<file path="src/sv/tcw_pkg.sv">
// Shared types and constants of the text console writer.
`default_nettype none

package tcw_pkg;

   // fixed field widths
   localparam int CHAR_W      = 8;
   localparam int ADDR_W      = 13;
   localparam int CELL_W      = 16;
   localparam int ROWS_W      = 6;
   localparam int COLS_W      = 7;
   localparam int REQ_TDATA_W = 24;
   localparam int RSP_TDATA_W = 32;

   localparam int QUEUE_DEPTH = 2;

   // character codes and cell attribute
   localparam logic [CHAR_W-1:0] CHAR_CR   = 8'd13;
   localparam logic [CHAR_W-1:0] CHAR_LF   = 8'd10;
   localparam logic [CHAR_W-1:0] ATTR_GREY = 8'h07;

   // opcode carried in req_tuser
   localparam logic OP_PUT  = 1'b0;
   localparam logic OP_READ = 1'b1;

   // geometry after reset
   localparam logic [ROWS_W-1:0] RESET_ROWS = 6'd25;
   localparam logic [COLS_W-1:0] RESET_COLS = 7'd80;

   typedef enum logic {
      CSR_ROWS,
      CSR_COLS
   } csr_index_type;

   typedef enum logic [1:0] {
      CMD_PUT,
      CMD_CR,
      CMD_LF,
      CMD_READ
   } cmd_kind_type;

   typedef struct packed {
      cmd_kind_type      kind;
      logic [CHAR_W-1:0] char_code;
      logic [ADDR_W-1:0] cell_address;
   } cmd_type;

endpackage

`default_nettype wire

</file>
<file path="src/sv/tcw_queue.sv">
// Short command queue between the front and back parts.
`default_nettype none

module tcw_queue #(
   parameter int DEPTH = 2
) (
   input  wire               clock,
   input  wire               reset,
   input  wire               push_valid,
   output logic              push_ready,
   input  tcw_pkg::cmd_type  push_cmd,
   output logic              pop_valid,
   input  wire               pop_ready,
   output tcw_pkg::cmd_type  pop_cmd
);

   localparam int PW = (DEPTH > 1) ? $clog2(DEPTH) : 1;
   localparam int NW = $clog2(DEPTH + 1);

   tcw_pkg::cmd_type entry_ff [DEPTH];
   logic [PW-1:0] wr_ptr_ff, wr_ptr_in;
   logic [PW-1:0] rd_ptr_ff, rd_ptr_in;
   logic [NW-1:0] count_ff, count_in;
   logic          do_push, do_pop;

   assign push_ready = (count_ff != NW'(DEPTH));
   assign pop_valid  = (count_ff != '0);
   assign pop_cmd    = entry_ff[rd_ptr_ff];
   assign do_push    = push_valid && push_ready;
   assign do_pop     = pop_valid && pop_ready;

   always_comb begin
      wr_ptr_in = wr_ptr_ff;
      rd_ptr_in = rd_ptr_ff;
      count_in  = count_ff;
      if (do_push) begin
         wr_ptr_in = (wr_ptr_ff == PW'(DEPTH - 1)) ? '0 : wr_ptr_ff + PW'(1);
      end
      if (do_pop) begin
         rd_ptr_in = (rd_ptr_ff == PW'(DEPTH - 1)) ? '0 : rd_ptr_ff + PW'(1);
      end
      if (do_push && !do_pop) begin
         count_in = count_ff + NW'(1);
      end else if (!do_push && do_pop) begin
         count_in = count_ff - NW'(1);
      end
   end

   always_ff @(posedge clock) begin
      if (reset) begin
         wr_ptr_ff <= '0;
         rd_ptr_ff <= '0;
         count_ff  <= '0;
      end else begin
         wr_ptr_ff <= wr_ptr_in;
         rd_ptr_ff <= rd_ptr_in;
         count_ff  <= count_in;
      end
      if (do_push) begin
         entry_ff[wr_ptr_ff] <= push_cmd;
      end
   end

endmodule

`default_nettype wire

</file>
<file path="config.mk">
export PLATFORM = sky130hd
export DESIGN_NAME = tcw_queue
export DESIGN_NICKNAME = d
export VERILOG_FILES = /design/src/sv/tcw_pkg.sv /design/src/sv/tcw_queue.sv
export SDC_FILE = /design/constraint.sdc
export NUM_CORES = 1
export LEC_CHECK = 0
export BUFFER_PORTS_ARGS = -buffer_cell sky130_fd_sc_hd__buf_2
export CAP_MARGIN = 10
export CORE_AREA = 4 4 90 71
export CTS_CLUSTER_SIZE = 8
export DETAILED_ROUTE_END_ITERATION = 8
export DIE_AREA = 0 0 94 75
export SYNTH_ARGS = -nofsm -noshare
export SYNTH_HDL_FRONTEND = slang
export SYNTH_SLANG_ARGS = --single-unit
</file>
<file path="constraint.sdc">
create_clock -name clock -period 2.32 [get_ports clock]
set_input_delay 0 -clock clock [delete_from_list [all_inputs] [get_ports clock]]
set_output_delay 0 -clock clock [all_outputs]
set_load 0.03 [all_outputs]
</file>
Word-level counts from Yosys, hierarchy flattened
Memory sizes are Yosys's and may differ from the RTL's. A register that Yosys moved wholly into a read port is not among the register bits.
Cells that the tools add are included.
Storage, ports and cells
  flip-flop bits (word level): 4
  bits in latches: 0
  memory bits (writable): 46
  bits in read-only memories: 0
  output and inout port bits: 25
  logic and storage cells: 25
  memories kept: 1
Cells by class
  $add $sub $neg: 4
  $mul: 0
  divide/modulo/power cells: 0
  magnitude comparators: 0
  eq/ne operators: 1
  shift operators: 0
  multiplexer cells: 8
  bitwise gates (word level): 0
  reduce and logical (&&, ||, !) cells: 8
Memories
  entry_ff: words 2, bits a word 23, read ports 1, clocked after Yosys merged registers in 1, wr ports 1, line tcw_queue.sv:20  | tcw_pkg::cmd_type entry_ff [DEPTH];
Operators by type and width (count)
  1-bit 2-to-1 mux: 6
  1-bit logical AND: 4
  2-bit 2-to-1 mux: 2
  2-bit nonzero test: 2
  1-bit adder, second input constant: 2
  2-bit by 1-bit adder with 2-bit output, second input constant: 1
  1-bit logical NOT: 2
  2-bit != test, second input constant: 1
  2-bit by 1-bit subtractor with 2-bit output, second input constant: 1

Longest topological paths before layout
Gate-level depths: netlist (run 1).
  word-level depth: 6
  gate-level depth with buffers: 6
  mapped depth without buffers: 6

Worst setup path after synthesis (run 1)
No wires, ideal clock.
  path type: reg2reg
  from: register count_ff[0]
  to: memory entry_ff[1][0] in the netlist's numbering, enable pin
  arrival time: 1442 ps
  required time: 1938 ps
  slack: 497 ps
  stages on the path, launching flop included: 3
  buffers on the path: 0
  cells stage by stage: dfxtp_1 -> nand2b_1 -> and3_1
Between the ends
  word-level cells in the longest chain between the ends: 4
Ends and longest elaborated chain
  from (decl): line tcw_queue.sv:23  | logic [NW-1:0] count_ff, count_in;
  from (signal assigned): line tcw_queue.sv:57  | count_ff <= count_in;
  2-bit != test: line tcw_queue.sv:26  | assign push_ready = (count_ff != NW'(DEPTH));
  net push_ready: line tcw_queue.sv:10  | output logic push_ready,
  1-bit logical AND: line tcw_queue.sv:29  | assign do_push = push_valid && push_ready;
  1-bit 2-to-1 mux: line tcw_queue.sv:59  | if (do_push) begin
  1-bit 2-to-1 mux (not written as such): line tcw_queue.sv:60  | entry_ff[wr_ptr_ff] <= push_cmd;
  to (decl): line tcw_queue.sv:20
The timed path passes the listed nets, and every way through them passes these cells.

Final worst setup path (run 1)
  from: register count_ff[0]
  to: register count_ff[1]
Between the ends
  word-level cells in the longest chain between the ends: 5
  elaborated cells on any way between the ends: 13
Ends and longest elaborated chain
  2-bit != test (*): line tcw_queue.sv:26
  1-bit logical AND (*): line tcw_queue.sv:29
  net do_push: line tcw_queue.sv:24  | logic do_push, do_pop;
  1-bit logical NOT: line tcw_queue.sv:44  | end else if (!do_push && do_pop) begin
  1-bit logical AND: line tcw_queue.sv:44
  2-bit nonzero test (no source line)
Mark *: on every way through the listed nets, which the timed path passes. The rest lies on a longest branch. The select of a mux whose other input is x is not followed.
A chain may end at the register's enable or synchronous reset.

==> results.md, run 1 <==
* Status: complete, no violations
* Setup TNS at 0 ns
* Clock transition at path regs at 0.09 ns
* Hold_buf cts at 24
* Distinct cells, synth at 17
* CP required at 2.54 ns
* TritonCTS clock tree: done
* Global-route wire length before repair at 5.595 mm
* Critical path launch point type: flop
* Final ANT Viol Nets at 0
* Pre-CTS WS at 0.6354 ns
* Placement Rows at 24
* DIE HEIGHT at 75 µm
* Post-synth net total at 123
* Post-detailed-route wirelength per cell at 13.92 µm
* Synth Area in XOR/XNOR at 1.403%
* Antenna cells at 0
* CTS root buf: clkbuf_8
* Setup CP Type: reg -> reg
* Clock Latency Late Sink at 0.29 ns
* Mux share of post-synthesis cell area at 13.83%
* Largest net degree at the start of global routing at 24
* Grt ovf at 0
* Slew HR at 72.65%
* Final WL at 3.577 mm
* Fmax at 593.7 MHz
* Adder-Cell Fraction of Synth Area at 0.6680%
* Largest stage delay on the critical path at 0.36 ns
* Post_cts resized at 0
* WP buf/inv at 0
* Layout cells sized above 1 at 48.04%
* # DRC at 0
* Final WS setup at 0.6357 ns
* Via count at 1092
* Synth Area in Compound Gates at 1.603%
* Final Setup Violations at 0
* Main combinational cell family by area after synthesis: multiplexers
* Worst VDD drop at 0.3709 mV
* Port buffer count at 51
* MaxCap Viol Count at 0
* Initial antenna violation count at 0
* Io pins at 52
* Top Family by Delay on Critical Path: simple AND/OR/NAND/NOR gates
* Die area at 0.007050 mm²
* Final hold vios at 0
* Power Density at 1074 mW/mm²
* Slew Limit Fails at 0
* Core box area at 0.005585 mm²
* Longest Clk Path Bufs at 2
* Slew @ Worst Pin at 0.4097 ns
* First-pass iteration count of the detailed router at 4
* Post-synthesis sequential area ratio at 79.09%
* Fin crit period at 1.684 ns
* Clk sink count at 51
* Netlist Area Pre-Place at 0.001873 mm²
* CP arrival at 1.90 ns
* # fillers at 508
* First DRT Iteration DRCs at 46
* Non-filler cells, final at 257
* Synthesis Warnings at 0
* Max Clock Skew at 0.004009 ns
* CTS HTree Levels at 2
* Post-CTS Setup Bufs at 0
* Storage cell area at 0.001481 mm²
* Die extent in x at 94 µm
* CP max FO at 5
* Placed cells at 225
* Initial core utilization at 33.53%
* CP max-delay cell: dfxtp_1
* Seq cells post-synth at 51
* Multi-input gate area in the final layout at 377.9 µm²
* Placed wire-length estimate at 2.398 mm
* Area grow syn2layout at 39.41%
* Final Cycle Share at 72.60%
* Post-synthesis simple-gate area fraction at 2.672%
* Final net count at 206
* Critical path endpoint category: flop
* Mapped Cells at 95
* Min-delay worst type: in -> reg
* Hold_ws at 0.03416 ns
* Leakage at 0.9971 nW
* Gpl congestion at 0.6431
* RSZ-0062 raised after global routing: false
* CP Cell Sequence: nand2b_1 -> and2_1 -> ha_1 -> or3_1 -> a21oi_1
* Vias per cell at 4.249
* Num CTS Buffers at 5
* Vias in the first global route at 1198
* Total GRT Usage at 10.50%
* Syn Area/Cell at 19.72 µm²
==> tightest hold or removal path: stages <==
cell,delay [ns]
buf_2,0.12
nand3b_1,0.10
a21oi_1,0.06
==> path summary, 6_finish.rpt <==
check             slack (ns)                       end                     start  depth (start not counted)
setup / recovery        0.64  count_ff[1]$_SDFFE_PP0P_  count_ff[0]$_SDFFE_PP0P_                          5
hold / removal          0.03    wr_ptr_ff$_SDFFE_PP0P_                push_valid                          3
setup reg to reg        0.64  count_ff[1]$_SDFFE_PP0P_  count_ff[0]$_SDFFE_PP0P_                          5
hold reg to reg         0.51    rd_ptr_ff$_SDFFE_PP0P_    rd_ptr_ff$_SDFFE_PP0P_                          2
==> power by group <==
part	internal, W	total (W)	switching (W)
Clock	0.000431	0.000699	0.000268
Combinational	0.000339	0.000911	0.000571
Sequential	0.00115	0.00119	0.0000428
Total	0.00192	0.00280	0.000883
==> state kept, by name, summed over array words and instances, names as in the netlist, named ones only <==
| signal | count |
|---|---|
| entry_ff | 46 |
| wr_ptr_ff | 1 |
| count_ff | 2 |
| rd_ptr_ff | 1 |
==> per-stage QoR <==
step	power, W	utilization (%)	cell area (µm²)
2_1_floorplan	0.001852	-	1873
3_3_place_gp	0.002078	40.08	2238
3_5_place_dp	0.002106	40.08	2238
4_1_cts	0.002845	46.75	2611
5_1_grt	0.002952	46.75	2611
6_report	0.002804	46.75	2611
==> cells in the final DEF (no fill, tap or decap), types with 2 or more instances in the layout <==
cell	instances
buf_2	51
edfxtp_1	46
dlygate4sd3_1	24
mux2_2	23
dfxtp_1	5
clkbuf_8	5
xor2_1	3
nor2_1	3
buf_4	3
o21ai_0	2
a21oi_1	2
bufinv_16	2
==> metal layers <==
metal / routed length, µm / up-vias / GRT usage [%]
li1: - / 530 / -
met1: 1425 / 528 / 11.92
met2: 1931 / 32 / 19.28
met3: 194 / 2 / 3.097
met4: 26 / 0 / 3.365
met5: 0 / - / 0
==> synth_stat cells <==
cell type	number	area share [%]
buf_2	2	0.53
o21ai_0	2	0.53
inv_1	1	0.20
nand2b_1	1	0.33
xor2_1	3	1.4
nand3b_1	1	0.40
edfxtp_1	46	74
dfxtp_1	5	5.3
and2_1	1	0.33
and3_1	1	0.33
or2_2	1	0.33
nor2_1	3	0.60
a21oi_1	2	0.53
or3_1	1	0.33
mux2_2	23	14
a21bo_2	1	0.53
ha_1	1	0.67
==> cell type report <==
class / count / area share (%)
Clock buffer: 6 / 2.779
Clock inverter: 2 / 2.300
Inverter: 1 / 0.1437
Multi-Input combinational cell: 41 / 14.47
Sequential cell: 51 / 56.73
Tap cell: 78 / 3.737
Timing Repair Buffer: 78 / 19.84
==> cells by family (layout without fill, tap and decap cells) <==
kind of cell	count (synthesis)	in the layout
adder cells (fa/ha/maj)	1	1
buffers and inverters	3	87
AND/OR/NAND/NOR	9	9
XOR/XNOR	3	3
AO/OA/AOI/OAI	5	5
flip-flops	51	51
multiplexers	23	23
(Power assumes the default switching activity.)
==> inputs of run 2 (changes only) <==
clock period = 1.69 ns   (was 2.32 ns; I/O delays follow)
==> results.md, run 2 (synthesized netlist as in run 1, its figures left out) <==
* Status: complete, no violations
* Worst reg-to-reg path cell count at 6 (+1)
* Setup TNS at 0 ns (unchanged)
* Final ANT Viol Nets at 0 (unchanged)
* Largest register FFs at 46 (unchanged)
* Slew HR at 77.53% (+4.9 points)
* Fmax at 639.6 MHz (+7.7%)
* Antenna cells at 0 (unchanged)
* Vias in the first global route at 1254 (+4.7%)
* Final Util at 46.73% (about the same)
* # fillers at 519 (+2.2%)
* Post-detailed-route wirelength per cell at 12.98 µm (-6.8%)
* Critical path launch point type: flop
* Area grow syn2layout at 39.35% (about the same)
* CTS HTree Levels at 2 (unchanged)
* Initial antenna violation count at 0 (unchanged)
* Die area at 0.007050 mm² (unchanged)
* RSZ-0062 raised after global routing: false
* Reg power frac at 45.5% (+2.9 points)
* Commonest cells after routing, fill and taps aside: 51 x buf_2, 46 x edfxtp_1, 24 x dlygate4sd3_1
* Slew @ Worst Pin at 0.3348 ns (-0.07497 ns)
* Final net count at 209 (+1.5%)
* First-pass iteration count of the detailed router at 3 (-1)
* Comb pwr share at 35.5% (+3.0 points)
* CTS root buf: clkbuf_8
* Cell Int Power at 0.002384 W (+24%)
* CP max-delay cell: dfxtp_2
* Final hold vios at 0 (unchanged)
* Hold path depth at 3 (unchanged)
* Largest reg by FF count: entry_ff
* DIE HEIGHT at 75 µm (unchanged)
* Largest net degree at the start of global routing at 18 (-25%)
* Port buffer count at 51 (unchanged)
* CP Cell Sequence: nand2b_2 -> and2_1 -> ha_4 -> xor2_1 -> or3_1 -> a21oi_1
* CP required at 1.92 ns (-0.62 ns)
* Core box area at 0.005585 mm² (unchanged)
* Grt ovf at 0 (unchanged)
* Critical path endpoint category: flop
* Largest stage delay on the critical path at 0.35 ns (about the same)
* Longest Clk Path Bufs at 2 (unchanged)
* Total GRT Usage at 10.52% (+0.023 points)
* Non-filler cells, final at 260 (+1.2%)
* Clk sink count at 51 (unchanged)
* Placed cells at 228 (+1.3%)
* # DRC at 0 (unchanged)
* Power Density at 1383 mW/mm² (+29%)
* Final Cycle Share at 92.51% (+20 points)
* Fin crit period at 1.563 ns (-0.1210 ns)
* Layout cells sized above 1 at 51.65% (+3.6 points)
* Placement Rows at 24 (unchanged)
* Setup CP Type: reg -> reg
* Slew Limit Fails at 0 (unchanged)
* Switch share at 33.97% (+2.5 points)
* Placed wire-length estimate at 2.396 mm (about the same)
* Min-delay worst type: in -> reg
* Global-route wire length before repair at 5.499 mm (-1.7%)
* Final WL at 3.374 mm (-5.7%)
* Top Registers: entry_ff: 46 flops, count_ff: 2 flops
* Total power at 0.003611 W (+29%)
* Worst VDD drop at 0.6405 mV (+73%)
* First DRT Iteration DRCs at 16 (-65%)
* Post-CTS Setup Bufs at 0 (unchanged)
* CP arrival at 1.79 ns (-0.11 ns)
* Vias per cell at 4.265 (+0.38%)
* Commonest non-fill, non-tap cell in the layout: buf_2
* Clk network pwr share at 18.9% (-6.0 points)
* Sw power at 0.001227 W (+39%)
* Leakage at 0.9967 nW (about the same)
* Max Clock Skew at 0.006302 ns (+0.002293 ns)
* Final Setup Violations at 0 (unchanged)
* Initial core utilization at 33.53% (unchanged)
* TritonCTS clock tree: done
* Io pins at 52 (unchanged)
* CP max FO at 5 (unchanged)
* MaxCap Viol Count at 0 (unchanged)
* Hold_ws at 0.04025 ns (+0.006092 ns)
* Clock transition at path regs at 0.09 ns (about the same)
* Clock Latency Late Sink at 0.30 ns (about the same)
* Num CTS Buffers at 5 (unchanged)
* Gpl congestion at 0.6627 (+3.0%)
* Die extent in x at 94 µm (unchanged)
* Via count at 1109 (+1.6%)
[run 2: cell count changes in the layout (fill, tap and decap cells not counted), sizes merged]
cell    delta
bufinv     -2
clkbuf     -1
inv        +1
buf        +3
clkinv     +2
[run 2: power groups by stage]
| stage | Clock [W] | Sequential [W] | Combinational (W) |
|---|---|---|---|
| floorplan | 0 | 0.00166 | 0.000887 |
| global placement | 0 | 0.00166 | 0.00123 |
| detailed placement | 0 | 0.00167 | 0.00124 |
| CTS | 0.000716 | 0.00164 | 0.00129 |
| global route | 0.000772 | 0.00166 | 0.00139 |
| finish | 0.000684 | 0.00164 | 0.00128 |
[run 2: layout make-up]
| class | count | area [µm²] | share of cell area [%] |
|---|---|---|---|
| flip-flops and latches | 51 | 1483 | 56.81 |
| repair buffers | 81 | 540.5 | 20.71 |
| multi-input cells | 41 | 394.1 | 15.10 |
| well taps | 78 | 97.59 | 3.739 |
| clock buffers | 5 | 68.82 | 2.637 |
| clock inverters | 3 | 22.52 | 0.8629 |
| inverters | 1 | 3.754 | 0.1438 |
[run 2: final timing paths]
kind                                  from                       end  slack [ns]
setup reg to reg  count_ff[0]$_SDFFE_PP0P_  count_ff[1]$_SDFFE_PP0P_        0.13
hold / removal                  push_valid    wr_ptr_ff$_SDFFE_PP0P_        0.04
setup / recovery  count_ff[0]$_SDFFE_PP0P_  count_ff[1]$_SDFFE_PP0P_        0.13
hold reg to reg     rd_ptr_ff$_SDFFE_PP0P_    rd_ptr_ff$_SDFFE_PP0P_        0.53
[run 2: through the flow]
step	worst slack (ns)	instance area, µm²
after floorplan	0.03718	1877
after global placement	0.1419	2265
after detailed placement	0.07675	2265
after CTS	0.05399	2596
after global routing	0.03927	2610
final	0.1266	2610
[run 2: routing by layer]
layer / track usage [%] / vias to the layer above / share of wire [%]
li1: - / 534 / -
met1: 11.16 / 545 / 39
met2: 19.75 / 25 / 55
met3: 3.197 / 5 / 4.4
met4: 4.327 / 0 / 1.2
met5: 0 / - / 0
[run 2: repair_timing]
action	4_1_cts	5_1_grt
hold buffers	24	0
gates resized for setup	0	3
endpoints found under the hold margin	51	0
endpoints found under the setup margin	0	1
[run 2: worst max-delay path, delay by kind of cell (launching register included)]
family / cells / cell delay [ns]
AOI/OAI and AO/OA: 1 / 0.13
xor gates and xnor gates: 1 / 0.14
adders and majority gates: 1 / 0.16
and+or+nand+nor: 3 / 0.72
DFF: 1 / 0.35
