<file path="src/sv/tcw_pkg.sv">
// Shared types and constants of the text console writer.
`default_nettype none

package tcw_pkg;

   // fixed field widths
   localparam int CHAR_W      = 8;
   localparam int ADDR_W      = 13;
   localparam int CELL_W      = 16;
   localparam int ROWS_W      = 6;
   localparam int COLS_W      = 7;
   localparam int REQ_TDATA_W = 24;
   localparam int RSP_TDATA_W = 32;

   localparam int QUEUE_DEPTH = 2;

   // character codes and cell attribute
   localparam logic [CHAR_W-1:0] CHAR_CR   = 8'd13;
   localparam logic [CHAR_W-1:0] CHAR_LF   = 8'd10;
   localparam logic [CHAR_W-1:0] ATTR_GREY = 8'h07;

   // opcode carried in req_tuser
   localparam logic OP_PUT  = 1'b0;
   localparam logic OP_READ = 1'b1;

   // geometry after reset
   localparam logic [ROWS_W-1:0] RESET_ROWS = 6'd25;
   localparam logic [COLS_W-1:0] RESET_COLS = 7'd80;

   typedef enum logic {
      CSR_ROWS,
      CSR_COLS
   } csr_index_type;

   typedef enum logic [1:0] {
      CMD_PUT,
      CMD_CR,
      CMD_LF,
      CMD_READ
   } cmd_kind_type;

   typedef struct packed {
      cmd_kind_type      kind;
      logic [CHAR_W-1:0] char_code;
      logic [ADDR_W-1:0] cell_address;
   } cmd_type;

endpackage

`default_nettype wire

</file>
<file path="src/sv/tcw_front.sv">
// Front part: takes requests, classifies them and hands commands to the queue.
`default_nettype none

module tcw_front (
   input  wire                                clock,
   input  wire                                reset,
   input  wire                                hold,
   input  wire                                req_tvalid,
   output logic                               req_tready,
   input  wire                                req_tuser,   // opcode
   input  wire  [tcw_pkg::REQ_TDATA_W-1:0]    req_tdata,   // char_code, cell_address, pad
   output logic                               push_valid,
   input  wire                                push_ready,
   output tcw_pkg::cmd_type                   push_cmd
);

   logic             slot_valid_ff, slot_valid_in;
   tcw_pkg::cmd_type slot_cmd_ff, slot_cmd_in;
   tcw_pkg::cmd_type cls_cmd;
   logic             accept;

   assign req_tready = !hold && (!slot_valid_ff || push_ready);
   assign accept     = req_tvalid && req_tready;
   assign push_valid = slot_valid_ff;
   assign push_cmd   = slot_cmd_ff;

   always_comb begin
      cls_cmd.char_code    = req_tdata[tcw_pkg::CHAR_W-1:0];
      cls_cmd.cell_address = req_tdata[tcw_pkg::CHAR_W +: tcw_pkg::ADDR_W];
      if (req_tuser == tcw_pkg::OP_READ) begin
         cls_cmd.kind = tcw_pkg::CMD_READ;
      end else begin
         case (req_tdata[tcw_pkg::CHAR_W-1:0])
            tcw_pkg::CHAR_CR: cls_cmd.kind = tcw_pkg::CMD_CR;
            tcw_pkg::CHAR_LF: cls_cmd.kind = tcw_pkg::CMD_LF;
            default:          cls_cmd.kind = tcw_pkg::CMD_PUT;
         endcase
      end
   end

   always_comb begin
      slot_valid_in = slot_valid_ff;
      slot_cmd_in   = slot_cmd_ff;
      if (accept) begin
         slot_valid_in = 1'b1;
         slot_cmd_in   = cls_cmd;
      end else if (push_ready) begin
         slot_valid_in = 1'b0;
      end
   end

   always_ff @(posedge clock) begin
      if (reset) begin
         slot_valid_ff <= 1'b0;
      end else begin
         slot_valid_ff <= slot_valid_in;
      end
      slot_cmd_ff <= slot_cmd_in;
   end

endmodule

`default_nettype wire

</file>
<file path="config.mk">
export PLATFORM = sky130hd
export DESIGN_NAME = tcw_front
export DESIGN_NICKNAME = d
export VERILOG_FILES = /design/src/sv/tcw_pkg.sv /design/src/sv/tcw_front.sv
export SDC_FILE = /design/constraint.sdc
export NUM_CORES = 1
export LEC_CHECK = 0
export BUFFER_PORTS_ARGS = -buffer_cell sky130_fd_sc_hd__buf_2
export CORE_MARGIN = 2
export CORE_UTILIZATION = 42
export CTS_CLUSTER_DIAMETER = 200
export DETAILED_ROUTE_END_ITERATION = 10
export PLACE_DENSITY = 0.81
export SKIP_CTS_REPAIR_TIMING = 1
export SYNTH_ARGS = -nofsm -noshare
export SYNTH_HDL_FRONTEND = slang
export SYNTH_SLANG_ARGS = --single-unit
</file>
<file path="constraint.sdc">
create_clock -name clock -period 5.77 [get_ports clock]
set_input_delay 0.577 -clock clock [delete_from_list [all_inputs] [get_ports clock]]
set_output_delay 0.577 -clock clock [all_outputs]
set_load 0.005 [all_outputs]
</file>
== Word level (Yosys, flattened, before mapping) ==
Index checks and enable logic that the tools add are counted.

* Equal/unequal tests: 2
* Mux-type cells: 3
* Reduce and logical (&&, ||, !) cells: 6

{| class="wikitable"
|+ Operators by type and width
! kind !! count
|-
| 8-bit by 4-bit == test with 1-bit output (second input constant) || 2
|-
| 2-bit one-hot mux with 2 select lines || 1
|-
| 1-bit logical AND || 2
|-
| 1-bit logical NOT || 2
|-
| 1-bit two-way mux || 2
|-
| 2-bit nonzero test || 1
|-
| 1-bit logical OR || 1
|}

* Flip-flop bits (word level): 24
* Output and inout port bits: 25

== Logic depth before layout (Yosys ltp) ==
Gate-level depths: netlist of the first run.

* Depth after elaboration: 5
* Mapped depth: 2
* Gate-level depth less buffers: 2

== Worst setup path before layout of the first run ==
Ideal clock, no wire load.

* Path kind: input to register
* From: in push_ready
* To: reg slot_cmd_ff, in the netlist push_cmd[0], enable pin
* Setup time: 437 ps
* Arrival time: 2,373 ps
* Setup slack: 2,960 ps
* Cell stages on the path: 2
* Buffers on the path: 0
* Cell sequence: nor2b_1 nor3b_1

* Word-level cells in the longest chain between the ends: 3

{| class="wikitable"
|+ Ends and longest elaborated chain
! element !! RTL line !! text
|-
| from (decl) || tcw_front.sv:13 || <nowiki>input wire push_ready,</nowiki>
|-
| 1-bit logical OR || tcw_front.sv:22 || <nowiki>assign req_tready = !hold && (!slot_valid_ff || push_ready);</nowiki>
|-
| 1-bit logical AND || tcw_front.sv:22 ||
|-
| 1-bit logical AND || tcw_front.sv:23 || <nowiki>assign accept = req_tvalid && req_tready;</nowiki>
|-
| named net accept || tcw_front.sv:20 || <nowiki>logic accept;</nowiki>
|-
| to (signal assigned) || tcw_front.sv:58 || <nowiki>slot_cmd_ff <= slot_cmd_in;</nowiki>
|-
| to (decl) || tcw_front.sv:18 || <nowiki>tcw_pkg::cmd_type slot_cmd_ff, slot_cmd_in;</nowiki>
|}

The timed path passes the listed nets, and every way through them passes these cells.
A chain may end at the register's enable or synchronous reset.

== Final worst setup path of the first run ==
* From: in push_ready
* To: out req_tready

* Word-level cells in the longest chain between the ends: 2

{| class="wikitable"
|+ Ends and longest elaborated chain
! element !! RTL line !! text
|-
| 1-bit logical OR || tcw_front.sv:22 ||
|-
| 1-bit logical AND || tcw_front.sv:22 ||
|-
| to (decl) || tcw_front.sv:9 || <nowiki>output logic req_tready,</nowiki>
|}

No other way between the ends.

==> results of run 1 <==
[cells by family (layout without fill, tap and decap cells)]
kind of cell | Yosys count | after routing | synth area share [%]
AO/OA/AOI/OAI | 3 | 3 | 3.79
buffers and inverters | 0 | 56 | 0
flip-flops | 24 | 24 | 89.6
AND/OR/NAND/NOR | 8 | 8 | 6.62
[stage by stage]
step,hold slack (ns),utilization [%],setup WS (ns),cell area (µm²)
6_report,0.440,64.7,4.10,1130
4_1_cts,0.432,64.7,4.10,1130
5_1_grt,0.425,64.7,4.02,1130
2_1_floorplan,0.676,-,2.96,793
3_5_place_dp,0.695,62.6,4.11,1090
3_3_place_gp,0.681,62.6,4.14,1090
[report_power, final]
| part | internal [mW] | switching, mW | total, mW |
|---|---|---|---|
| clock network | 0.0384 | 0.0458 | 0.0843 |
| registers | 0.200 | 0.00143 | 0.201 |
| logic | 0.0135 | 0.0118 | 0.0253 |
| total | 0.251 | 0.0591 | 0.310 |
[critical path, delay by kind of cell]
family | cells | cell delay [ns]
and+or+nand+nor | 2 | 0.28
buffers and inverters | 2 | 0.23
[cells in the final DEF, fill, tap and decap left out]
cell,n
sky130_fd_sc_hd__nor4b_2,1
sky130_fd_sc_hd__edfxtp_1,23
sky130_fd_sc_hd__buf_2,51
sky130_fd_sc_hd__nor2_1,3
sky130_fd_sc_hd__buf_4,1
sky130_fd_sc_hd__o21ba_2,1
sky130_fd_sc_hd__nor2b_1,2
sky130_fd_sc_hd__dfxtp_1,1
sky130_fd_sc_hd__a41o_1,2
sky130_fd_sc_hd__clkbuf_4,3
sky130_fd_sc_hd__clkbuf_8,1
sky130_fd_sc_hd__nor4_1,1
sky130_fd_sc_hd__nor3b_2,1
[path summary, 6_finish.rpt]
path / end / startpoint
setup / recovery: req_tready / push_ready
hold / removal: push_cmd[8] / req_tdata[16]
setup reg to reg: push_cmd[6] / push_valid
hold reg to reg: push_valid / push_valid
[area by class of cell]
type                            instances  area (µm²)  area share, %
Clock buffer                            4        36.3           3.22
Multi-Input combinational cell         11        87.6           7.76
Sequential cell                        24         711           63.0
Tap cell                               25        31.3           2.77
Timing Repair Buffer                   52         263           23.3
[state kept, by name, summed over array words and instances (netlist names)]
register and flops:
push_valid 1, push_cmd 23
[metal layers]
metal  vias to the layer above  global-route usage, %  part of all wire (%)
met5                         -                      0                     0
met4                         0                   13.3                   2.4
met3                         2                   4.53                    12
met2                        29                   21.1                    49
met1                       241                   13.0                    37
li1                        253                      -                     -
==> results.yml, run 1 <==
worst_hold_path:
  min_path_cells: 1
  hold_path_class: "in -> reg"
worst_setup_path:
  crit_arrival_ns: 1.09
  critical_path.cell_chain: "buf_2 -> nor2b_1 -> nor2_1 -> buf_2"
  critPathMaxStageDelay_ns: 0.22
  critPathKind: "in -> out"
  timing.reg2reg.worst_path_depth: 3
  timing.critical_path.mode_cell: "sky130_fd_sc_hd__buf_2"
  cp_slowest_cell: "sky130_fd_sc_hd__nor2b_1"
  r2r_slack_ns: 4.53
  worst_setup_path_end_kind: "primary output"
  kind_of_start_point_of_the_critical_path: "input port"
  worst-endpoint-required_ns: 5.19
  worstPathMaxFanout: 3
drt:
  detailroute.via_count: 525
  route.antenna.remaining_nets: 0
  drt_drc_violations_left: 0
  wl_per_cell_um: 12.2
  dr.first_iter.drc_count: 3
  drt_pre_antenna_iters: 4
  routed_via_density: 4.53
  drt_wl_total_mm: 1.41
job:
  maxCapViolations: 0
layout:
  drive_gt1_share_pct: 64.8
  growth_of_design_area_from_synthesis_to_finish_pct: 42.3
  nets: 122
  finalNonFillerCells: 116
  antenna_cells_inserted: 0
  final.fill_count: 135
grt:
  wire_length_of_the_first_global_routing_pass_mm: 1.91
  first_global_vias: 456
  antenna_found_initial: 0
  grt-ovfl-total: 0
  largest_net_degree_at_the_start_of_global_routing: 24
  grt_use_total_pct: 13.2
timing:
  fmax_mhz: 600
  final.min_clock_period_ns: 1.67
  worst-slew-pin-transition_ns: 0.276
  final_cycle_share_pct: 28.9
  slew_viol_final: 0
  rsz0062_at_grt: "false"
  rel_slew_slack_pct: 81.6
  fin_tns_setup_ns: 0
  setup_viol: 0
  timing_hold_violations_final: 0
  finalClockSkew_ns: 0.00387
floorplanning:
  ios: 55
  fp.dieH_um: 47.5
  design.die.area_um2: 2250
  fp-row-count: 15
  floorplan.initialDensity_pct: 45.4
  core_area_um2: 1750
  fp.dieW_um: 47.5
clocking:
  clk-insertion-delay-late_ns: 0.30
  tritoncts: "built"
  htreeDepth: 1
  cts_made_buffers: 3
  cts_root_buf: "sky130_fd_sc_hd__clkbuf_4"
  clock_edge_transition_at_the_registers_on_the_reported_setup_and_hold_paths_ns: 0.12
  clockBufferDepth: 2
  clkSinkCount: 24
synthesis:
  asyncSetResetFlopFracSynth_pct: 0
  synth_area_per_cell_um2: 22.7
  synth.lib_cells_used.distinct: 9
  ys_seq_elements: 24
  synth_top_cell_area_share_pct: 87.1
  synth.most_common_cell: "sky130_fd_sc_hd__edfxtp_1"
  synth_area_leaders: "sky130_fd_sc_hd__edfxtp_1 87%, sky130_fd_sc_hd__a41o_1 2.5%, sky130_fd_sc_hd__dfxtp_1 2.5%, sky130_fd_sc_hd__nor4b_2 1.9%, sky130_fd_sc_hd__nor2b_1 1.6%"
  synth_area_um2: 793
  yosysSeqAreaShare_pct: 89.6
  yosysWarningCount: 0
  synth_common_cells: "23 x sky130_fd_sc_hd__edfxtp_1, 3 x sky130_fd_sc_hd__nor2_1, 2 x sky130_fd_sc_hd__a41o_1, 2 x sky130_fd_sc_hd__nor2b_1"
  postSynth.topFlopCell: "sky130_fd_sc_hd__edfxtp_1"
  synth_enable_flop_cells: 23
  cells_after_synth: 35
  postSynthNetCount: 65
  post-synth-top-area-cell: "sky130_fd_sc_hd__edfxtp_1"
place:
  dpl.cell_count: 112
  gp_congestion: 0.674
  port-buffer-count: 51
outcome:
  outcome: "complete, no violations"
power:
  p_total_mw: 0.310
  p_leak_nw: 0.485
  power-per-cell-area_nw_per_um2: 275
  ir_drop_mv: 0.107
Note: power is estimated with default switching activity, not from simulation.
==> run 2, diff against run 1 <==
--- a/config.mk
+++ b/config.mk
@@ -7,10 +7,10 @@
 export LEC_CHECK = 0
 export BUFFER_PORTS_ARGS = -buffer_cell sky130_fd_sc_hd__buf_2
 export CORE_MARGIN = 2
-export CORE_UTILIZATION = 42
+export CORE_UTILIZATION = 35
 export CTS_CLUSTER_DIAMETER = 200
 export DETAILED_ROUTE_END_ITERATION = 10
-export PLACE_DENSITY = 0.81
+export PLACE_DENSITY = 0.72
 export SKIP_CTS_REPAIR_TIMING = 1
 export SYNTH_ARGS = -nofsm -noshare
 export SYNTH_HDL_FRONTEND = slang
==> constraint.sdc (replaced) <==
create_clock -name clock -period 1.45 [get_ports clock]
set_input_delay 0.145 -clock clock [delete_from_list [all_inputs] [get_ports clock]]
set_output_delay 0.145 -clock clock [all_outputs]
set_load 0.005 [all_outputs]
==> results.yml, run 2 (same netlist as run 1, synthesis figures left out) <==
power:
  cell_internal_pwr_mw: 1.03
  power.share.switching_pct: 18.8
  pwr-share-seq_pct: 63.4
  power-per-cell-area_nw_per_um2: 1000
  ir_drop_mv: 0.461
  netSwitchingPower_mw: 0.237
  share_comb_of_total_power_pct: 10.4
  power.share.clock_pct: 26.2
  p_leak_nw: 0.533
grt:
  antenna_found_initial: 0
  wire_length_of_the_first_global_routing_pass_mm: 2.08
  largest_net_degree_at_the_start_of_global_routing: 24
  grt_use_total_pct: 11.1
  first_global_vias: 475
  grt-ovfl-total: 0
place:
  place.detailed.hpwl_mm: 1.19
  dpl.cell_count: 115
  worst_slack_after_detailed_placement_ns: 0.294
  gp_congestion: 0.664
  port-buffer-count: 51
  dpl_cell_area_um2: 1120
layout:
  final.fill_count: 175
  growth_of_design_area_from_synthesis_to_finish_pct: 58.8
  layout_commonest_cell: "sky130_fd_sc_hd__buf_2"
  post-route-cell-area_um2: 1260
  sequential_cell_area_um2: 712
  post-route-util_pct: 58.1
  nets: 132
  multi_input_comb_area_um2: 101
  largest_register_ff_count: 23
  antenna_cells_inserted: 0
  finalNonFillerCells: 129
  commonest_cells_after_routing_fill_and_taps_aside: "51 x sky130_fd_sc_hd__buf_2, 23 x sky130_fd_sc_hd__edfxtp_1, 10 x sky130_fd_sc_hd__dlygate4sd3_1"
  drive_gt1_share_pct: 60.4
worst_setup_path:
  crit_arrival_ns: 1.20
  worst_r2r_startpoint: "push_valid"
  worstPathMaxFanout: 23
  critPathKind: "reg -> reg"
  worst_setup_path_end_kind: "flip-flop"
  r2r_slack_ns: 0.28
  timing.reg2reg.worst_path_depth: 3
  worst-endpoint-required_ns: 1.48
  worstReg2RegEnd: "push_cmd[14]"
  kind_of_start_point_of_the_critical_path: "flip-flop"
floorplanning:
  design.die.area_um2: 2660
  fp.dieH_um: 51.6
  ios: 55
  fp-row-count: 17
  floorplan.initialDensity_pct: 36.6
  core_area_um2: 2170
  fp.dieW_um: 51.6
drt:
  routed_via_density: 4.37
  drt_pre_antenna_iters: 4
  dr.first_iter.drc_count: 3
  drt_wl_total_mm: 1.53
  route.antenna.remaining_nets: 0
  wl_per_cell_um: 11.9
  detailroute.via_count: 564
  drt_drc_violations_left: 0
worst_hold_path:
  hold_path_startpoint: "req_tdata[13]"
  whs_endpoint: "push_cmd[5]"
  hold_path_class: "in -> reg"
  min_path_cells: 1
timing:
  fmax_mhz: 857
  setup_viol: 0
  rel_slew_slack_pct: 77.9
  final.min_clock_period_ns: 1.17
  worst-slew-pin-transition_ns: 0.329
  final_cycle_share_pct: 80.5
  layout_setup_ws_ns: 0.283
  timing_hold_violations_final: 0
  rsz0062_at_grt: "false"
  finalClockSkew_ns: 0.00124
  slew_viol_final: 0
  fin_tns_setup_ns: 0
outcome:
  outcome: "complete, no violations"
clocking:
  clock_edge_transition_at_the_registers_on_the_reported_setup_and_hold_paths_ns: 0.11
  tritoncts: "built"
  clkSinkCount: 24
  cts_made_buffers: 3
  htreeDepth: 1
  cts_root_buf: "sky130_fd_sc_hd__clkbuf_4"
  clockBufferDepth: 2
  clk-insertion-delay-late_ns: 0.31
job:
  maxCapViolations: 0
## run 2: cell count changes in the layout (fill, tap and decap cells not counted), sizes merged
cell         before  now
dlygate4sd3       0   10
## run 2: power by group through the flow
stage          logic, mW  clock network (mW)  registers [mW]
2_1_floorplan     0.0249                   0           0.822
3_3_place_gp       0.109                   0           0.815
3_5_place_dp       0.112                   0           0.816
4_1_cts            0.112               0.344           0.801
5_1_grt            0.143               0.364           0.803
6_report           0.132               0.330           0.800
## run 2: metrics by stage
step	power, mW	hold WS [ns]
2_1_floorplan	0.847	0.244
3_3_place_gp	0.924	0.323
3_5_place_dp	0.928	0.323
4_1_cts	1.26	-0.0103
5_1_grt	1.31	-0.00882
6_report	1.26	0.00414
## run 2: worst max path at each step
stage                         endpoint  slack [ns]       start  cells after the start
after CTS                 push_cmd[14]        0.27  push_valid                      3
after detailed placement  push_cmd[14]        0.29  push_valid                      3
after floorplan            push_cmd[0]       -0.06  push_valid                      2
final                     push_cmd[14]        0.28  push_valid                      3
after global routing      push_cmd[10]        0.24  push_valid                      3
after global placement     push_cmd[5]        0.31  push_valid                      3
## run 2: critical path, stage by stage, from the launching register on
cell,delay [ns]
sky130_fd_sc_hd__dfxtp_2,0.33
sky130_fd_sc_hd__nor2b_4,0.13
sky130_fd_sc_hd__nor3b_4,0.22
sky130_fd_sc_hd__buf_12,0.20
## run 2: area by class of cell
cell class                 instances  area share, %
sequential                        24           56.5
multi-input combinational         11           8.04
clock buffer                       4           2.88
tap                               28           2.78
timing repair buffer              62           29.8
## run 2: routing by layer
layer / vias to the layer above / GRT usage [%] / wire length (µm)
li1: 275 / - / -
met1: 251 / 12.1 / 569
met2: 36 / 18.2 / 765
met3: 2 / 2.87 / 168
met4: 0 / 9.21 / 29
met5: - / 0 / 0
==> run 3, diff against run 2 <==
--- a/config.mk
+++ b/config.mk
@@ -5,12 +5,13 @@
 export SDC_FILE = /design/constraint.sdc
 export NUM_CORES = 1
 export LEC_CHECK = 0
+export ABC_AREA = 1
 export BUFFER_PORTS_ARGS = -buffer_cell sky130_fd_sc_hd__buf_2
 export CORE_MARGIN = 2
-export CORE_UTILIZATION = 35
+export CORE_UTILIZATION = 40
 export CTS_CLUSTER_DIAMETER = 200
 export DETAILED_ROUTE_END_ITERATION = 10
-export PLACE_DENSITY = 0.72
+export PLACE_DENSITY = 0.77
 export SKIP_CTS_REPAIR_TIMING = 1
 export SYNTH_ARGS = -nofsm -noshare
 export SYNTH_HDL_FRONTEND = slang
==> constraint.sdc (replaced) <==
create_clock -name clock -period 1.1 [get_ports clock]
set_input_delay 0.11 -clock clock [delete_from_list [all_inputs] [get_ports clock]]
set_output_delay 0.11 -clock clock [all_outputs]
set_load 0.005 [all_outputs]
==> results.yml, run 3 <==
outcome:
  outcome: "complete, no violations"
floorplanning:
  design.die.area_um2: 2460
  ios: 55
  core_area_um2: 1960
  fp.dieH_um: 49.6
  fp-row-count: 16
  floorplan.initialDensity_pct: 42.4
  fp.dieW_um: 49.6
place:
  gp_congestion: 0.640
  dpl.cell_count: 134
  port-buffer-count: 51
  worst_slack_after_detailed_placement_ns: 0.0306
  dpl_cell_area_um2: 1160
  place.detailed.hpwl_mm: 1.19
layout:
  layout_commonest_cell: "sky130_fd_sc_hd__buf_2"
  nets: 160
  commonest_cells_after_routing_fill_and_taps_aside: "51 x sky130_fd_sc_hd__buf_2, 23 x sky130_fd_sc_hd__edfxtp_1, 18 x sky130_fd_sc_hd__dlygate4sd3_1"
  finalNonFillerCells: 156
  post-route-util_pct: 69.5
  post-route-cell-area_um2: 1360
  largest_register_ff_count: 23
  antenna_cells_inserted: 0
  growth_of_design_area_from_synthesis_to_finish_pct: 63.8
  drive_gt1_share_pct: 46.5
worst_setup_path:
  worstPathMaxFanout: 23
  critPathKind: "reg -> reg"
  worst_setup_path_end_kind: "flip-flop"
  crit_arrival_ns: 1.10
  timing.reg2reg.worst_path_depth: 4
  cp_slowest_cell: "sky130_fd_sc_hd__dfxtp_2"
  critical_path.cell_chain: "nand2_2 -> inv_2 -> nor3_4 -> buf_12"
  kind_of_start_point_of_the_critical_path: "flip-flop"
  critPathMaxStageDelay_ns: 0.34
  worst_r2r_startpoint: "push_valid"
  worst-endpoint-required_ns: 1.12
  worstReg2RegEnd: "push_cmd[7]"
  r2r_slack_ns: 0.02
timing:
  layout_setup_ws_ns: 0.0231
  timing_hold_violations_final: 0
  setup_viol: 0
  fmax_mhz: 929
  worst-slew-pin-transition_ns: 0.170
  final.min_clock_period_ns: 1.08
  rel_slew_slack_pct: 88.7
  finalClockSkew_ns: 0.00185
  final_cycle_share_pct: 97.9
  rsz0062_at_grt: "true"
  slew_viol_final: 0
job:
  maxCapViolations: 0
worst_hold_path:
  hold_path_startpoint: "req_tdata[0]"
  min_path_cells: 1
  hold_path_class: "in -> reg"
  whs_endpoint: "push_cmd[13]"
clocking:
  clkSinkCount: 24
  htreeDepth: 1
  clock_edge_transition_at_the_registers_on_the_reported_setup_and_hold_paths_ns: 0.12
  clk-insertion-delay-late_ns: 0.30
  tritoncts: "built"
  cts_root_buf: "sky130_fd_sc_hd__clkbuf_4"
  clockBufferDepth: 2
  cts_made_buffers: 3
grt:
  first_global_vias: 535
  wire_length_of_the_first_global_routing_pass_mm: 2.22
  antenna_found_initial: 0
  largest_net_degree_at_the_start_of_global_routing: 24
  grt_use_total_pct: 12.4
  grt-ovfl-total: 0
synthesis:
  synth_enable_flop_cells: 23
  synth.most_common_cell: "sky130_fd_sc_hd__edfxtp_1"
  synth_area_leaders: "sky130_fd_sc_hd__edfxtp_1 83%, sky130_fd_sc_hd__inv_1 5.9%, sky130_fd_sc_hd__nand2_1 5.4%, sky130_fd_sc_hd__dfxtp_1 2.4%, sky130_fd_sc_hd__nor2_1 1.4%"
  asyncSetResetFlopFracSynth_pct: 0
  postSynth.topFlopCell: "sky130_fd_sc_hd__edfxtp_1"
  synth_top_cell_area_share_pct: 83.0
  yosysSeqAreaShare_pct: 85.4
  post-synth-top-area-cell: "sky130_fd_sc_hd__edfxtp_1"
  synth_common_cells: "23 x sky130_fd_sc_hd__edfxtp_1, 13 x sky130_fd_sc_hd__inv_1, 12 x sky130_fd_sc_hd__nand2_1"
  cells_after_synth: 55
  ys_seq_elements: 24
  synth_area_um2: 832
  synth_area_per_cell_um2: 15.1
  postSynthNetCount: 85
  yosysWarningCount: 0
  synth.lib_cells_used.distinct: 8
drt:
  dr.first_iter.drc_count: 16
  drt_pre_antenna_iters: 4
  detailroute.via_count: 648
  routed_via_density: 4.15
  drt_wl_total_mm: 1.89
  wl_per_cell_um: 12.1
  drt_drc_violations_left: 0
  route.antenna.remaining_nets: 0
power:
  ir_drop_mv: 0.654
  power-per-cell-area_nw_per_um2: 1190
  p_leak_nw: 0.635
[run 3: area by class of cell]
class	instances	area (µm²)
Tap cell	27	33.8
Timing Repair Buffer	70	455
Sequential cell	24	712
Multi-Input combinational cell	18	86.3
Inverter	13	48.8
Clock inverter	1	3.75
Clock buffer	3	22.5
Fill cell	140	599
[run 3: cell families (layout without fill, tap and decap cells)]
logic type      after synthesis  in the layout  synth area share (%)
simple gates                 17             17                  8.12
flops                        24             24                  85.4
buf+inv                      13             87                  5.87
compound gates                1              1                 0.601
[run 3: critical path: cells and delay by family, from the launching register on]
| kind | cells | cell delay, ns |
|---|---|---|
| AND/OR/NAND/NOR | 2 | 0.21 |
| buffers and inverters | 2 | 0.24 |
| flip-flops | 1 | 0.34 |
[run 3: metal layers]
layer / up-vias / part of all wire [%] / GRT usage, %
met5: - / 0 / 0
met4: 0 / 1.4 / 9.72
met3: 2 / 8.3 / 3.03
met2: 35 / 53 / 21.6
met1: 285 / 37 / 12.6
li1: 326 / - / -
[run 3: how the worst max path moves through the flow]
stage,startpoint,to,cells after the start
floorplan,push_valid,push_cmd[0],3
global placement,push_valid,push_cmd[2],4
detailed placement,push_valid,push_cmd[2],4
CTS,push_valid,push_cmd[2],4
global route,push_valid,push_cmd[17],4
finish,push_valid,push_cmd[7],4
[run 3: where the power goes]
group	internal, mW	leakage [nW]	switching (mW)	total [mW]
clock network	0.132	0.0154	0.233	0.365
registers	1.05	0.224	0.0101	1.06
logic	0.118	0.396	0.0838	0.202
total	1.30	0.635	0.327	1.62
[run 3: per-stage QoR]
step                hold slack (ns)  power, mW  setup TNS, ns
finish                      0.00476       1.62              0
floorplan                     0.209       1.12          -6.82
global route               -0.00226       1.69         -0.864
global placement              0.287       1.22              0
CTS                         -0.0294       1.57              0
detailed placement            0.288       1.23              0
